$ cat config.mk
export PLATFORM = sky130hd
export DESIGN_NAME = dual_wheel_speed_pi_controller_core_flat
export DESIGN_NICKNAME = d
export VERILOG_FILES = /design/src/rtl/dwpi_pkg.sv /design/src/rtl/dwpi_in_if.sv /design/src/rtl/dwpi_out_if.sv /design/src/rtl/dual_wheel_speed_pi_controller_core.sv /design/src/flat_wrapper.sv
export SDC_FILE = /design/constraint.sdc
export NUM_CORES = 2
export LEC_CHECK = 0
export ABC_AREA = 1
export BUFFER_PORTS_ARGS = -buffer_cell sky130_fd_sc_hd__buf_2
export CORE_ASPECT_RATIO = 2
export CORE_UTILIZATION = 30
export DETAILED_ROUTE_END_ITERATION = 8
export PLACE_DENSITY_LB_ADDON = 0.12
export SYNTH_ARGS = -nofsm -noshare
export SYNTH_HDL_FRONTEND = slang
export SYNTH_SLANG_ARGS = --single-unit
$ cat constraint.sdc
create_clock -name clk_i -period 18 [get_ports clk_i]
set_input_delay 1.8 -clock clk_i [delete_from_list [all_inputs] [get_ports clk_i]]
set_output_delay 1.8 -clock clk_i [all_outputs]
set_load 0.005 [all_outputs]
$ cat src/rtl/dwpi_pkg.sv
// ----------------------------------------------------------------------------
// Package for the dual wheel speed PI controller
// Shared types, codes, register defaults and the sequencer program.
// ----------------------------------------------------------------------------
package dwpi_pkg;

  // Input command codes.
  typedef enum logic [1:0] {
    CMD_LEFT  = 2'd0,
    CMD_RIGHT = 2'd1,
    CMD_TICK  = 2'd2
  } cmd_e;

  // Configuration register indexes.
  localparam int unsigned CFG_IDX_W  = 3;
  localparam int unsigned CFG_DATA_W = 16;

  typedef enum logic [CFG_IDX_W-1:0] {
    CFG_PERIOD_MS   = 3'd0,
    CFG_SPEED_SCALE = 3'd1,
    CFG_HALF_TRACK  = 3'd2,
    CFG_GAIN_P      = 3'd3,
    CFG_GAIN_I      = 3'd4
  } cfg_idx_e;

  localparam int unsigned GAIN_W = 10;

  localparam logic [15:0]       PERIOD_RST = 16'd100;
  localparam logic [15:0]       SCALE_RST  = 16'd343;
  localparam logic [15:0]       TRACK_RST  = 16'd9093;
  localparam logic [GAIN_W-1:0] GAIN_P_RST = 10'd200;
  localparam logic [GAIN_W-1:0] GAIN_I_RST = 10'd100;

  localparam int unsigned SUM_W   = 24;
  localparam int unsigned DRIVE_W = 9;
  localparam int unsigned DUTY_W  = 8;
  localparam int unsigned SPEED_W = 16;

  // Multiplier operand selection.
  typedef enum logic [2:0] {
    MS_NONE   = 3'd0,
    MS_TRACK  = 3'd1,
    MS_TICKS  = 3'd2,
    MS_GAIN_P = 3'd3,
    MS_GAIN_I = 3'd4
  } mul_sel_e;

  // Sequencing of the step counter.
  typedef enum logic {
    SQ_NEXT = 1'b0,
    SQ_LOOP = 1'b1
  } seq_e;

  localparam int unsigned UC_PC_W = 3;

  typedef struct packed {
    mul_sel_e             mul_sel;
    logic                 ld_delta;
    logic                 ld_targ;
    logic                 ld_err;
    logic                 upd_sum;
    logic                 ld_acc;
    logic                 add_acc;
    logic                 ld_drive;
    seq_e                 seq;
    logic [UC_PC_W-1:0]   jump;
  } ucode_t;

  // First step of the per-wheel part of the program.
  localparam logic [UC_PC_W-1:0] UC_WHEEL_START = 3'd2;

  // Control store. Steps 0 and 1 split the turn rate into a wheel offset;
  // steps 2 to 7 run the PI update for one wheel and loop once.
  function automatic ucode_t ucode_at(logic [UC_PC_W-1:0] pc);
    ucode_t uc;
    uc = '{mul_sel: MS_NONE, seq: SQ_NEXT, jump: UC_WHEEL_START, default: 1'b0};
    unique case (pc)
      3'd0: uc.mul_sel = MS_TRACK;
      3'd1: uc.ld_delta = 1'b1;
      3'd2: begin
        uc.mul_sel = MS_TICKS;
        uc.ld_targ = 1'b1;
      end
      3'd3: uc.ld_err = 1'b1;
      3'd4: begin
        uc.mul_sel = MS_GAIN_P;
        uc.upd_sum = 1'b1;
      end
      3'd5: begin
        uc.mul_sel = MS_GAIN_I;
        uc.ld_acc  = 1'b1;
      end
      3'd6: uc.add_acc = 1'b1;
      3'd7: begin
        uc.ld_drive = 1'b1;
        uc.seq      = SQ_LOOP;
      end
      default: uc = uc;
    endcase
    return uc;
  endfunction

endpackage

$ cat src/rtl/dwpi_in_if.sv
// ----------------------------------------------------------------------------
// Input channel of the dual wheel speed PI controller
// Encoder edges and millisecond ticks with the current speed commands.
// ----------------------------------------------------------------------------
interface dwpi_in_if
  import dwpi_pkg::*;
();
  logic                      valid;
  logic                      ready;
  logic [1:0]                command;
  logic                      phase_b;
  logic signed [SPEED_W-1:0] target_speed;
  logic signed [SPEED_W-1:0] target_turn_rate;

  modport source (
    output valid, command, phase_b, target_speed, target_turn_rate,
    input  ready
  );
  modport sink (
    input  valid, command, phase_b, target_speed, target_turn_rate,
    output ready
  );
endinterface

$ cat src/rtl/dwpi_out_if.sv
// ----------------------------------------------------------------------------
// Output channel of the dual wheel speed PI controller
// One beat per control update: drive magnitude and direction per wheel.
// ----------------------------------------------------------------------------
interface dwpi_out_if
  import dwpi_pkg::*;
();
  logic              valid;
  logic              ready;
  logic [DUTY_W-1:0] left_duty;
  logic              left_reverse;
  logic [DUTY_W-1:0] right_duty;
  logic              right_reverse;

  modport source (
    output valid, left_duty, left_reverse, right_duty, right_reverse,
    input  ready
  );
  modport sink (
    input  valid, left_duty, left_reverse, right_duty, right_reverse,
    output ready
  );
endinterface

$ cat src/rtl/dual_wheel_speed_pi_controller_core.sv
// ----------------------------------------------------------------------------
// Dual wheel speed PI controller core
// Encoder edge counting, millisecond timer and a microcoded PI update per wheel.
// ----------------------------------------------------------------------------
// Edge and tick beats are taken one per cycle while no update is running.
// A tick that closes the period starts the program (2 shared steps,
// then 6 steps per wheel on one multiplier); input is held off meanwhile and
// the result beat is valid in the cycle after the last step.
// The last step waits while a previous result beat has not been taken.
// Reset clears counters, timer, integrators and drives, and loads defaults.
module dual_wheel_speed_pi_controller_core
  import dwpi_pkg::*;
#(
  parameter int unsigned TICK_COUNT_WIDTH = 16,
  parameter int unsigned SPEED_FRAC_BITS  = 10
) (
  input  logic                  clk_i,
  input  logic                  rst_ni,
  input  logic                  cfg_we_i,
  input  logic [CFG_IDX_W-1:0]  cfg_idx_i,
  input  logic [CFG_DATA_W-1:0] cfg_data_i,
  dwpi_in_if.sink               in_i,
  dwpi_out_if.source            out_o
);

  localparam int unsigned TW     = TICK_COUNT_WIDTH;
  localparam int unsigned MEAS_W = TW + 9;
  localparam int unsigned TARG_W = 18;
  localparam int unsigned DELTA_W = 17;
  localparam int unsigned ERR_W  = ((MEAS_W > TARG_W) ? MEAS_W : TARG_W) + 1;
  localparam int unsigned OPA_W  = (ERR_W > SUM_W) ? ERR_W : SUM_W;
  localparam int unsigned OPB_W  = 17;
  localparam int unsigned PROD_W = OPA_W + OPB_W;
  localparam int unsigned ACC_W  = PROD_W + 1;
  localparam int unsigned CMP_W  = (ERR_W > SUM_W + 1) ? ERR_W : SUM_W + 1;

  localparam logic signed [TW-1:0]    TICK_HI  = {1'b0, {(TW - 1){1'b1}}};
  localparam logic signed [TW-1:0]    TICK_LO  = {1'b1, {(TW - 1){1'b0}}};
  localparam logic signed [CMP_W-1:0] ERR_HI   = CMP_W'(64'sd16777215);
  localparam logic signed [CMP_W-1:0] ERR_LO   = -ERR_HI;
  localparam logic signed [SUM_W+1:0] SUM_HI   = (SUM_W + 2)'(64'sd8388607);
  localparam logic signed [SUM_W+1:0] SUM_LO   = (SUM_W + 2)'(-64'sd8388608);
  localparam logic signed [ACC_W-1:0] TRUNC_BIAS = ACC_W'((64'sd1 <<< SPEED_FRAC_BITS) - 1);
  localparam logic signed [ACC_W-1:0] DRV_HI   = ACC_W'(64'sd255);
  localparam logic signed [ACC_W-1:0] DRV_LO   = ACC_W'(-64'sd255);
  localparam logic signed [DRIVE_W-1:0] DRV_MAX = 9'sd255;
  localparam logic signed [DRIVE_W-1:0] DRV_MIN = -9'sd255;

  // Configuration registers.
  logic [15:0]       period_q, scale_q, track_q;
  logic [GAIN_W-1:0] gain_p_q, gain_i_q;

  always_ff @(posedge clk_i or negedge rst_ni) begin
    if (!rst_ni) begin
      period_q <= PERIOD_RST;
      scale_q  <= SCALE_RST;
      track_q  <= TRACK_RST;
      gain_p_q <= GAIN_P_RST;
      gain_i_q <= GAIN_I_RST;
    end else if (cfg_we_i) begin
      case (cfg_idx_i)
        CFG_PERIOD_MS:   period_q <= cfg_data_i;
        CFG_SPEED_SCALE: scale_q  <= cfg_data_i;
        CFG_HALF_TRACK:  track_q  <= cfg_data_i;
        CFG_GAIN_P:      gain_p_q <= cfg_data_i[GAIN_W-1:0];
        CFG_GAIN_I:      gain_i_q <= cfg_data_i[GAIN_W-1:0];
        default: ;
      endcase
    end
  end

  // Sequencer and controller state.
  logic                       busy_q, busy_d;
  logic [UC_PC_W-1:0]         pc_q, pc_d;
  logic                       wheel_q, wheel_d;
  logic [15:0]                ms_q, ms_d;
  logic signed [TW-1:0]       lticks_q, lticks_d, rticks_q, rticks_d;
  logic signed [SUM_W-1:0]    lsum_q, lsum_d, rsum_q, rsum_d;
  logic signed [DRIVE_W-1:0]  ldrv_q, ldrv_d, rdrv_q, rdrv_d;
  logic                       oval_q, oval_d;

  // Datapath registers.
  logic signed [SPEED_W-1:0]  v_q, w_q;
  logic signed [PROD_W-1:0]   prod_q;
  logic signed [DELTA_W-1:0]  delta_q;
  logic signed [TARG_W-1:0]   targ_q;
  logic signed [ERR_W-1:0]    err_q;
  logic signed [ACC_W-1:0]    acc_q;
  logic [DUTY_W-1:0]          lduty_q, rduty_q;
  logic                       lrev_q, rrev_q;

  ucode_t                     uc;
  logic                       in_acc, out_free, finish;
  logic [15:0]                ms_inc;

  logic signed [OPA_W-1:0]    mul_a;
  logic signed [OPB_W-1:0]    mul_b;
  logic signed [PROD_W-1:0]   prod_full, prod_rnd16, prod_rnd8;
  logic signed [MEAS_W-1:0]   meas;
  logic signed [TW-1:0]       ticks_sel;
  logic signed [SUM_W-1:0]    sum_sel, sum_new;
  logic signed [DRIVE_W-1:0]  drv_sel, drv_calc;
  logic signed [CMP_W-1:0]    err_w;
  logic signed [SUM_W:0]      err_c;
  logic signed [SUM_W+1:0]    sum_raw;
  logic signed [ACC_W-1:0]    acc_b, acc_s;
  logic [DRIVE_W-1:0]         lmag, rmag;

  assign uc       = ucode_at(pc_q);
  assign in_i.ready = !busy_q;
  assign in_acc   = in_i.valid && !busy_q;
  assign out_free = !oval_q || out_o.ready;
  assign finish   = busy_q && (uc.seq == SQ_LOOP) && wheel_q && out_free;
  assign ms_inc   = (ms_q == 16'hFFFF) ? ms_q : ms_q + 16'd1;

  assign ticks_sel = wheel_q ? rticks_q : lticks_q;
  assign sum_sel   = wheel_q ? rsum_q : lsum_q;
  assign drv_sel   = wheel_q ? rdrv_q : ldrv_q;

  // Shared multiplier operands.
  always_comb begin
    mul_a = '0;
    mul_b = '0;
    unique case (uc.mul_sel)
      MS_TRACK: begin
        mul_a = OPA_W'(w_q);
        mul_b = {1'b0, track_q};
      end
      MS_TICKS: begin
        mul_a = OPA_W'(ticks_sel);
        mul_b = {1'b0, scale_q};
      end
      MS_GAIN_P: begin
        mul_a = OPA_W'(err_q);
        mul_b = {{(OPB_W - GAIN_W){1'b0}}, gain_p_q};
      end
      MS_GAIN_I: begin
        mul_a = OPA_W'(sum_sel);
        mul_b = {{(OPB_W - GAIN_W){1'b0}}, gain_i_q};
      end
      MS_NONE: begin
        mul_a = '0;
        mul_b = '0;
      end
      default: ;
    endcase
  end

  assign prod_full  = mul_a * mul_b;
  assign prod_rnd16 = prod_q + PROD_W'(64'sd32768);
  assign prod_rnd8  = prod_q + PROD_W'(64'sd128);
  assign meas       = prod_rnd8[8 +: MEAS_W];

  // Integrator step: the error is limited first, then the sum saturates.
  always_comb begin
    err_w = CMP_W'(err_q);
    if (err_w > ERR_HI) begin
      err_c = ERR_HI[SUM_W:0];
    end else if (err_w < ERR_LO) begin
      err_c = ERR_LO[SUM_W:0];
    end else begin
      err_c = err_w[SUM_W:0];
    end
    sum_raw = (SUM_W + 2)'(sum_sel) + (SUM_W + 2)'(err_c);
    if (sum_raw > SUM_HI) begin
      sum_new = SUM_HI[SUM_W-1:0];
    end else if (sum_raw < SUM_LO) begin
      sum_new = SUM_LO[SUM_W-1:0];
    end else begin
      sum_new = sum_raw[SUM_W-1:0];
    end
  end

  // Division by the fraction scale rounds toward zero before the clamp.
  always_comb begin
    acc_b = acc_q + (acc_q[ACC_W-1] ? TRUNC_BIAS : '0);
    acc_s = acc_b >>> SPEED_FRAC_BITS;
    if (acc_s > DRV_HI) begin
      drv_calc = DRV_MAX;
    end else if (acc_s < DRV_LO) begin
      drv_calc = DRV_MIN;
    end else begin
      drv_calc = acc_s[DRIVE_W-1:0];
    end
  end

  assign lmag = ldrv_q[DRIVE_W-1] ? DRIVE_W'(-ldrv_q) : ldrv_q;
  assign rmag = drv_calc[DRIVE_W-1] ? DRIVE_W'(-drv_calc) : drv_calc;

  // Control: command decode, step counter and controller state.
  always_comb begin
    busy_d   = busy_q;
    pc_d     = pc_q;
    wheel_d  = wheel_q;
    ms_d     = ms_q;
    lticks_d = lticks_q;
    rticks_d = rticks_q;
    lsum_d   = lsum_q;
    rsum_d   = rsum_q;
    ldrv_d   = ldrv_q;
    rdrv_d   = rdrv_q;
    oval_d   = oval_q && !out_o.ready;

    if (in_acc) begin
      priority if (in_i.command == CMD_LEFT) begin
        if (in_i.phase_b) begin
          if (lticks_q != TICK_HI) lticks_d = lticks_q + TW'(1);
        end else begin
          if (lticks_q != TICK_LO) lticks_d = lticks_q - TW'(1);
        end
      end else if (in_i.command == CMD_RIGHT) begin
        if (!in_i.phase_b) begin
          if (rticks_q != TICK_HI) rticks_d = rticks_q + TW'(1);
        end else begin
          if (rticks_q != TICK_LO) rticks_d = rticks_q - TW'(1);
        end
      end else if (in_i.command == CMD_TICK) begin
        if (ms_inc >= period_q) begin
          ms_d    = '0;
          busy_d  = 1'b1;
          pc_d    = '0;
          wheel_d = 1'b0;
        end else begin
          ms_d = ms_inc;
        end
      end else begin
        ms_d = ms_q;
      end
    end

    if (busy_q) begin
      if (uc.upd_sum && drv_sel != DRV_MAX && drv_sel != DRV_MIN) begin
        if (wheel_q) rsum_d = sum_new;
        else lsum_d = sum_new;
      end
      if (uc.ld_drive) begin
        if (wheel_q) rdrv_d = drv_calc;
        else ldrv_d = drv_calc;
      end
      unique case (uc.seq)
        SQ_NEXT: pc_d = pc_q + UC_PC_W'(1);
        SQ_LOOP: begin
          if (!wheel_q) begin
            wheel_d = 1'b1;
            pc_d    = uc.jump;
          end else if (finish) begin
            busy_d   = 1'b0;
            oval_d   = 1'b1;
            lticks_d = '0;
            rticks_d = '0;
          end
        end
        default: ;
      endcase
    end
  end

  always_ff @(posedge clk_i or negedge rst_ni) begin
    if (!rst_ni) begin
      busy_q   <= 1'b0;
      pc_q     <= '0;
      wheel_q  <= 1'b0;
      ms_q     <= '0;
      lticks_q <= '0;
      rticks_q <= '0;
      lsum_q   <= '0;
      rsum_q   <= '0;
      ldrv_q   <= '0;
      rdrv_q   <= '0;
      oval_q   <= 1'b0;
    end else begin
      busy_q   <= busy_d;
      pc_q     <= pc_d;
      wheel_q  <= wheel_d;
      ms_q     <= ms_d;
      lticks_q <= lticks_d;
      rticks_q <= rticks_d;
      lsum_q   <= lsum_d;
      rsum_q   <= rsum_d;
      ldrv_q   <= ldrv_d;
      rdrv_q   <= rdrv_d;
      oval_q   <= oval_d;
    end
  end

  // Datapath registers carry no reset.
  always_ff @(posedge clk_i) begin
    if (in_acc && in_i.command == CMD_TICK) begin
      v_q <= in_i.target_speed;
      w_q <= in_i.target_turn_rate;
    end
    if (busy_q) begin
      prod_q <= prod_full;
      if (uc.ld_delta) delta_q <= prod_rnd16[16 +: DELTA_W];
      if (uc.ld_targ) begin
        targ_q <= wheel_q ? TARG_W'(v_q) + TARG_W'(delta_q)
                          : TARG_W'(v_q) - TARG_W'(delta_q);
      end
      if (uc.ld_err) err_q <= ERR_W'(targ_q) - ERR_W'(meas);
      if (uc.ld_acc) acc_q <= ACC_W'(prod_q);
      if (uc.add_acc) acc_q <= acc_q + ACC_W'(prod_q);
    end
    if (finish) begin
      lduty_q <= lmag[DUTY_W-1:0];
      lrev_q  <= ldrv_q[DRIVE_W-1];
      rduty_q <= rmag[DUTY_W-1:0];
      rrev_q  <= drv_calc[DRIVE_W-1];
    end
  end

  assign out_o.valid         = oval_q;
  assign out_o.left_duty     = lduty_q;
  assign out_o.left_reverse  = lrev_q;
  assign out_o.right_duty    = rduty_q;
  assign out_o.right_reverse = rrev_q;

endmodule

$ cat src/flat_wrapper.sv
// flat-port wrapper written by rule: the top's interface ports become plain ports
module dual_wheel_speed_pi_controller_core_flat import dwpi_pkg::*;
#(
  parameter int unsigned TICK_COUNT_WIDTH = 16,
  parameter int unsigned SPEED_FRAC_BITS  = 10
)
  (clk_i, rst_ni, cfg_we_i, cfg_idx_i, cfg_data_i, in_i_valid, in_i_command, in_i_phase_b, in_i_target_speed, in_i_target_turn_rate, in_i_ready, out_o_valid, out_o_left_duty, out_o_left_reverse, out_o_right_duty, out_o_right_reverse, out_o_ready);
  dwpi_in_if in_i_i ();
  dwpi_out_if out_o_i ();
  input  logic clk_i;
  input  logic rst_ni;
  input  logic cfg_we_i;
  input  logic [CFG_IDX_W-1:0] cfg_idx_i;
  input  logic [CFG_DATA_W-1:0] cfg_data_i;
  input wire logic [$bits(in_i_i.valid)-1:0] in_i_valid;
  input wire logic [$bits(in_i_i.command)-1:0] in_i_command;
  input wire logic [$bits(in_i_i.phase_b)-1:0] in_i_phase_b;
  input wire logic [$bits(in_i_i.target_speed)-1:0] in_i_target_speed;
  input wire logic [$bits(in_i_i.target_turn_rate)-1:0] in_i_target_turn_rate;
  output wire logic [$bits(in_i_i.ready)-1:0] in_i_ready;
  output wire logic [$bits(out_o_i.valid)-1:0] out_o_valid;
  output wire logic [$bits(out_o_i.left_duty)-1:0] out_o_left_duty;
  output wire logic [$bits(out_o_i.left_reverse)-1:0] out_o_left_reverse;
  output wire logic [$bits(out_o_i.right_duty)-1:0] out_o_right_duty;
  output wire logic [$bits(out_o_i.right_reverse)-1:0] out_o_right_reverse;
  input wire logic [$bits(out_o_i.ready)-1:0] out_o_ready;
  assign in_i_i.valid = in_i_valid;
  assign in_i_i.command = in_i_command;
  assign in_i_i.phase_b = in_i_phase_b;
  assign in_i_i.target_speed = in_i_target_speed;
  assign in_i_i.target_turn_rate = in_i_target_turn_rate;
  assign in_i_ready = in_i_i.ready;
  assign out_o_valid = out_o_i.valid;
  assign out_o_left_duty = out_o_i.left_duty;
  assign out_o_left_reverse = out_o_i.left_reverse;
  assign out_o_right_duty = out_o_i.right_duty;
  assign out_o_right_reverse = out_o_i.right_reverse;
  assign out_o_i.ready = out_o_ready;
  dual_wheel_speed_pi_controller_core #(.TICK_COUNT_WIDTH(TICK_COUNT_WIDTH), .SPEED_FRAC_BITS(SPEED_FRAC_BITS)) u_core (.clk_i(clk_i), .rst_ni(rst_ni), .cfg_we_i(cfg_we_i), .cfg_idx_i(cfg_idx_i), .cfg_data_i(cfg_data_i), .in_i(in_i_i), .out_o(out_o_i));
endmodule
* Word level (Yosys, flattened, before mapping)
Cells that the tools add are included.
Storage, ports and cells: register bits after elaboration 386, input port bits 59, output and inout bits 20, word-level logic and storage cells 184
Cells by class: add/sub/neg operators 16, multiply operators 1, order comparisons 7, equal/unequal tests 24, multiplexer cells 75, bitwise logic cells 4, reduce and logical (&&, ||, !) cells 30
Operators by type and width (count):
- $mux W16 | 22
- $pmux W26 S4 | 1
- $mux W44 | 2
- $mux W24 | 3
- $ne A16 B16 Y1 const B | 4
- $pmux W16 S4 | 1
- $mux W25 | 2
- $add A44 B10 Y44 | 1
- $add A44 B43 Y44 | 1
- $mul A26 B17 Y43 | 1
- $gt A34 B9 Y1 const B | 1
- $lt A34 B9 Y1 const B | 1
- $add A33 B17 Y33 const B | 1
- $add A33 B9 Y33 const B | 1
- $add A16 B2 Y16 const B | 2
- $sub A16 B2 Y16 const B | 2
- $mux W1 | 27
- $mux W9 | 3
- $add A24 B25 Y26 | 1
- $gt A26 B24 Y1 const B | 1
- $gt A26 B25 Y1 const B | 1
- $lt A26 B24 Y1 const B | 1
- $lt A26 B25 Y1 const B | 1
- $sub A18 B25 Y26 | 1
- other kinds (30) | 75

* Logic depth before layout (Yosys ltp)
depth after elaboration 12, depth in mapped cells 40, gate-level depth less buffers 39

* Worst setup path before layout
Ideal clock, no wire load.
path type reg2reg, start point register u_core.pc_q[0], end point register u_core.prod_q[41], data pin, setup time 276 ps, arrival time 7456 ps, data required time 17724 ps, slack 10268 ps, stages on the path, launching flop included 33, path buffers 3, period minus slack after synthesis 7732 ps, cells stage by stage dfrtp_1 -> inv_1 -> ha_1 -> nand2_1 -> a21oi_1 -> nand3_1 -> inv_1 -> buf_4 -> buf_2 -> nand2_1 -> nand4_1 -> nand2_1 -> clkbuf_1 -> nor2_1 -> inv_1 -> fa_1 -> inv_1 -> fa_1 -> fa_1 -> fa_1 -> fa_1 -> inv_1 -> fa_1 -> inv_1 -> ha_1 -> a21o_1 -> a221oi_1 -> o21ai_0 -> a21oi_1 -> nand3_1 -> nand2_1 -> o311ai_0 -> xor2_1
Between the ends: cells in the longest elaborated chain, start to end 5, elaborated cells on any way between the ends 12, classes of those cells 1 x mul; 7 x eq/ne; 3 x mux; 1 x reduce/logical
Ends and longest elaborated chain:
- from (decl) | RTL line dual_wheel_speed_pi_controller_core.sv:74 | logic [UC_PC_W-1:0] pc_q, pc_d;
- from (signal assigned) | RTL line dual_wheel_speed_pi_controller_core.sv:273 | pc_q <= pc_d;
- $eq A3 B3 Y1, or another cell as far along | RTL line dwpi_pkg.sv:77 | unique case (pc)
- $pmux W3 S4 * | RTL line dwpi_pkg.sv:77
- $eq A3 B3 Y1, or another cell as far along | RTL line dual_wheel_speed_pi_controller_core.sv:124 | unique case (uc.mul_sel)
- $pmux W26 S4 / $pmux W16 S4 (equally long branches) | RTL line dual_wheel_speed_pi_controller_core.sv:124
- $mul A26 B17 Y43 * | RTL line dual_wheel_speed_pi_controller_core.sv:149 | assign prod_full = mul_a * mul_b;
- named net u_core.prod_full[41] | RTL line dual_wheel_speed_pi_controller_core.sv:98 | logic signed [PROD_W-1:0] prod_full, prod_rnd16, prod_rnd8;
- to (signal assigned) | RTL line dual_wheel_speed_pi_controller_core.sv:293 | prod_q <= prod_full;
- to (decl) | RTL line dual_wheel_speed_pi_controller_core.sv:84 | logic signed [PROD_W-1:0] prod_q;
The timed path passes the listed nets; every way through them passes the cells marked *. A chain may end at the register's enable or synchronous reset.

* Worst setup path after layout
Ends and elaborated chain as after synthesis.

==> impl_metrics.csv <==
group,metric,value,unit
outcome,status,"completed",
floorplanning,io_pins,79,
sta,fin_crit_sh,58.6,%
sta,hold_viol,0,
floorplanning,die_area,138000,um2
power,power.leakage,21.2,nW
worst_setup_path,path_class,"flop to flop",
layout,seq_area,10700,um2
worst_setup_path,rrSetupSlack,7450,ps
global_route,grt-ovfl-total,0,
route,via_count,35000,
clocking,clock_path_buffers,3,
hold_path,min_path_cells,0,
worst_setup_path,cp-start-kind,"flop",
floorplanning,fp.dieW,264,um
global_route,grt_max_degree,86,
route,wl_per_cell,23.5,um
placed_design,gp_congestion,0.986,
placed_design,place_hpwl,138000,um
synthesis,ys_warn_count,0,
clocking,cts.sinks,386,
synthesis,synth-seq-cells,386,
worst_setup_path,cp_slowest_cell,"fa_1",
synthesis,synth_area,41100,um2
layout,syn_to_final_growth,10.4,%
layout,drive_above_1_share,6.12,%
clocking,cts-hold-fix-buffers,0,
global_route,grt_pass1_wl,243000,um
route,finalWirelength,166000,um
floorplanning,die_y,525,um
route,dr.first_iter.drc_count,1916,
placed_design,post-place-ws,7470,ps
route,drcViolationCount,0,
clocking,post_cts_buffers,0,
worst_setup_path,worstPathArrival,10930,ps
sta,finalSetupViolCount,0,
sta,worstMarginPinSlew,1200,ps
clocking,clockRootBuffer,"clkbuf_16",
global_route,grt_usage,24.1,%
synthesis,yosysUniqueCellTypes,69,
layout,final_cell_area,45300,um2
layout,fillCellCount,14500,
sta,min_period,10550,ps
layout,nets,6002,
clocking,cts_buffers,46,
sta,slew_viol_final,0,
sta,fmax,0.0948,GHz
worst_setup_path,r2r-end,"u_core.prod_q[41]$_DFFE_PP_",
floorplanning,core_area,136000,um2
route,ant_nets,0,
placed_design,dp.cells,6965,
clocking,htreeDepth,2,
synthesis,synthArstFlopShare,48.7,%
hold_path,hold_start,"u_core.ldrv_q[0]$_DFFE_PN0P_",
synthesis,synth_edf_count,198,
sta,layout_setup_ws,7450,ps
global_route,antenna_found_initial,8,
flow_run,drv_cap,0,
sta,finalSetupTns,0,ps
synthesis,synth_ff_type,"edfxtp_1",
layout,multi_input_area,26100,um2
global_route,grt_pass1_vias,37500,
clocking,clock_latency,670,ps
synthesis,synthCells,5203,
placed_design,portBuffers,78,
power,ir_drop,0.127,mV
sta,slew_headroom,19.4,%
power,p_per_area,149,nW/um2
sta,fin_skew,58.4,ps
worst_setup_path,critPathRequiredTime,18390,ps
route,vias_per_cell,4.96,
floorplanning,initial_core_util,30.3,%
clocking,clk_pin_slew,70,ps
worst_setup_path,reg2reg_depth,31,
route,drt_first_pass_iters,5,
hold_path,min-delay-path-class,"flop to flop",
synthesis,ys_seq_area_share,26.0,%
worst_setup_path,cpPeakStageDelay,1050,ps
placed_design,place_area,43700,um2
layout,final-instance-count-excl-fill,7052,
sta,rsz0062_at_grt,"no",
synthesis,synth_nets,5929,
clocking,cts-resized-gates,0,
floorplanning,rows,191,
worst_setup_path,crit_fanout,23,
worst_setup_path,setup.worst_path.end_class,"flop",
hold_path,min_to,"u_core.out_o.left_duty[0]$_DFFE_PP_",
synthesis,synth.avg_cell_area,7.89,um2
clocking,cts_tree,"yes",
layout,utilization,33.4,%
worst_setup_path,timing.rr.start,"u_core.pc_q[0]$_DFF_PN0_",
==> final cells by class <==
| type | instances | share of cell area [%] |
|---|---|---|
| Tap cell | 1737 | 4.80 |
| Clock inverter | 34 | 0.903 |
| Antenna cell | 2 | 0.0110 |
| Inverter | 1010 | 8.37 |
| Sequential cell | 386 | 23.6 |
| Multi-Input combinational cell | 3683 | 57.7 |
| Clock buffer | 51 | 2.63 |
| Timing Repair Buffer | 149 | 2.06 |
==> worst max-delay path by stage <==
stage	to	startpoint	slack, ps	cells after the start
after CTS	u_core.prod_q[41]$_DFFE_PP_	u_core.pc_q[0]$_DFF_PN0_	7440	32
after floorplan	u_core.prod_q[41]$_DFFE_PP_	u_core.pc_q[0]$_DFF_PN0_	10270	32
final	u_core.prod_q[41]$_DFFE_PP_	u_core.pc_q[0]$_DFF_PN0_	7450	31
after global placement	u_core.prod_q[41]$_DFFE_PP_	u_core.pc_q[0]$_DFF_PN0_	7540	32
after global routing	u_core.prod_q[41]$_DFFE_PP_	u_core.pc_q[0]$_DFF_PN0_	6970	30
after detailed placement	u_core.prod_q[41]$_DFFE_PP_	u_core.pc_q[0]$_DFF_PN0_	7470	32
==> registers in the layout, indices dropped and copies added (netlist names), 10 cells and up <==
name	count
u_core.gain_i_q	10
u_core.v_q	16
u_core.period_q	16
u_core.targ_q	18
u_core.prod_q	43
u_core.lticks_q	16
u_core.gain_p_q	10
u_core.delta_q	17
u_core.track_q	16
u_core.w_q	16
u_core.err_q	26
u_core.rticks_q	16
u_core.acc_q	44
u_core.lsum_q	24
u_core.scale_q	16
u_core.rsum_q	24
u_core.ms_q	16
==> cells in the mapped netlist (5+ instances only) <==
master    number  area, um2
a22oi_1        5       37.5
nor2_2        11       68.8
nand4_1       45        282
dfstp_2       21        552
a31oi_1       66        413
inv_2          8       30.0
o21ai_1       11       55.1
o21bai_1      10       75.1
nand2_1     1070       4020
inv_1        994       3730
a21boi_1       5       37.5
nand3_1      162        811
nor4_1        17        106
nor3_1        65        325
a22o_1         9       78.8
ha_1         258       3230
o31ai_1        9       67.6
a21o_1         5       37.5
clkinv_1       7       26.3
fa_1         409       8190
o21ai_0      317       1590
o21a_1        16        120
and3_1         6       37.5
nor2_1       550       2060
a21boi_0       6       45.0
xnor2_1       70        613
clkbuf_1      81        304
o211ai_1      24        180
or2_2          7       43.8
nand2_2       11       68.8
xor2_1       141       1230
a21oi_1      291       1460
dfrtp_1      167       4180
edfxtp_1     198       5950
a211oi_1      13       97.6
nand3b_1      13       97.6
a221oi_1      10       87.6
buf_2         37        185
==> logic make-up (layout without fill, tap and decap cells) <==
family | count (synthesis) | after routing | synth area share, %
AND/OR/NAND/NOR | 1974 | 1974 | 19.7
adder cells (fa/ha/maj) | 667 | 667 | 27.8
multiplexers | 4 | 4 | 0.0975
AO/OA/AOI/OAI | 827 | 827 | 11.4
XOR/XNOR | 211 | 211 | 4.50
other | 0 | 2 | 0
buffers and inverters | 1134 | 1244 | 10.5
flip-flops | 386 | 386 | 26.0
==> layout by cell type, fill, tap and decap left out, types with 71 or more instances in the layout <==
cell type / synthesis / layout
nor2_1: 550 / 548
o21ai_0: 317 / 314
xor2_1: 141 / 141
inv_1: 994 / 993
a21oi_1: 291 / 290
fa_1: 409 / 409
edfxtp_1: 198 / 198
ha_1: 258 / 258
buf_2: 37 / 77
buf_4: 3 / 71
nand2_1: 1070 / 1067
dfrtp_1: 167 / 165
nand3_1: 162 / 162
==> worst max-delay path, delay by kind of cell, from the launching register on <==
kind,cells,cell delay (ps)
simple gates,7,2260
flops,1,430
compound gates,7,1600
buf+inv,8,1290
xor+xnor,1,180
fa+ha+maj,8,4420
==> per-stage QoR <==
stage                     hold WS, ps  total power [mW]
after floorplan                   423              4.16
after global placement            432              5.73
after detailed placement          441              5.73
after CTS                         456              6.80
after global routing              472              7.24
final                             462              6.74
==> routing by layer <==
layer / routed length, um / track usage (%) / vias up / part of all wire (%)
met5: 21 / 0 / - / 0.013
met4: 15000 / 18.6 / 4 / 9.0
met3: 4420 / 2.07 / 456 / 2.7
met2: 93800 / 48.6 / 848 / 57
met1: 52800 / 21.6 / 17000 / 32
li1: - / - / 16600 / -
==> where the power goes <==
| group | internal (mW) | switching, mW |
|---|---|---|
| registers | 1.35 | 0.353 |
| clock network | 0.573 | 0.455 |
| logic | 1.22 | 2.79 |
| total | 3.14 | 3.60 |
(Power assumes the default switching activity.)
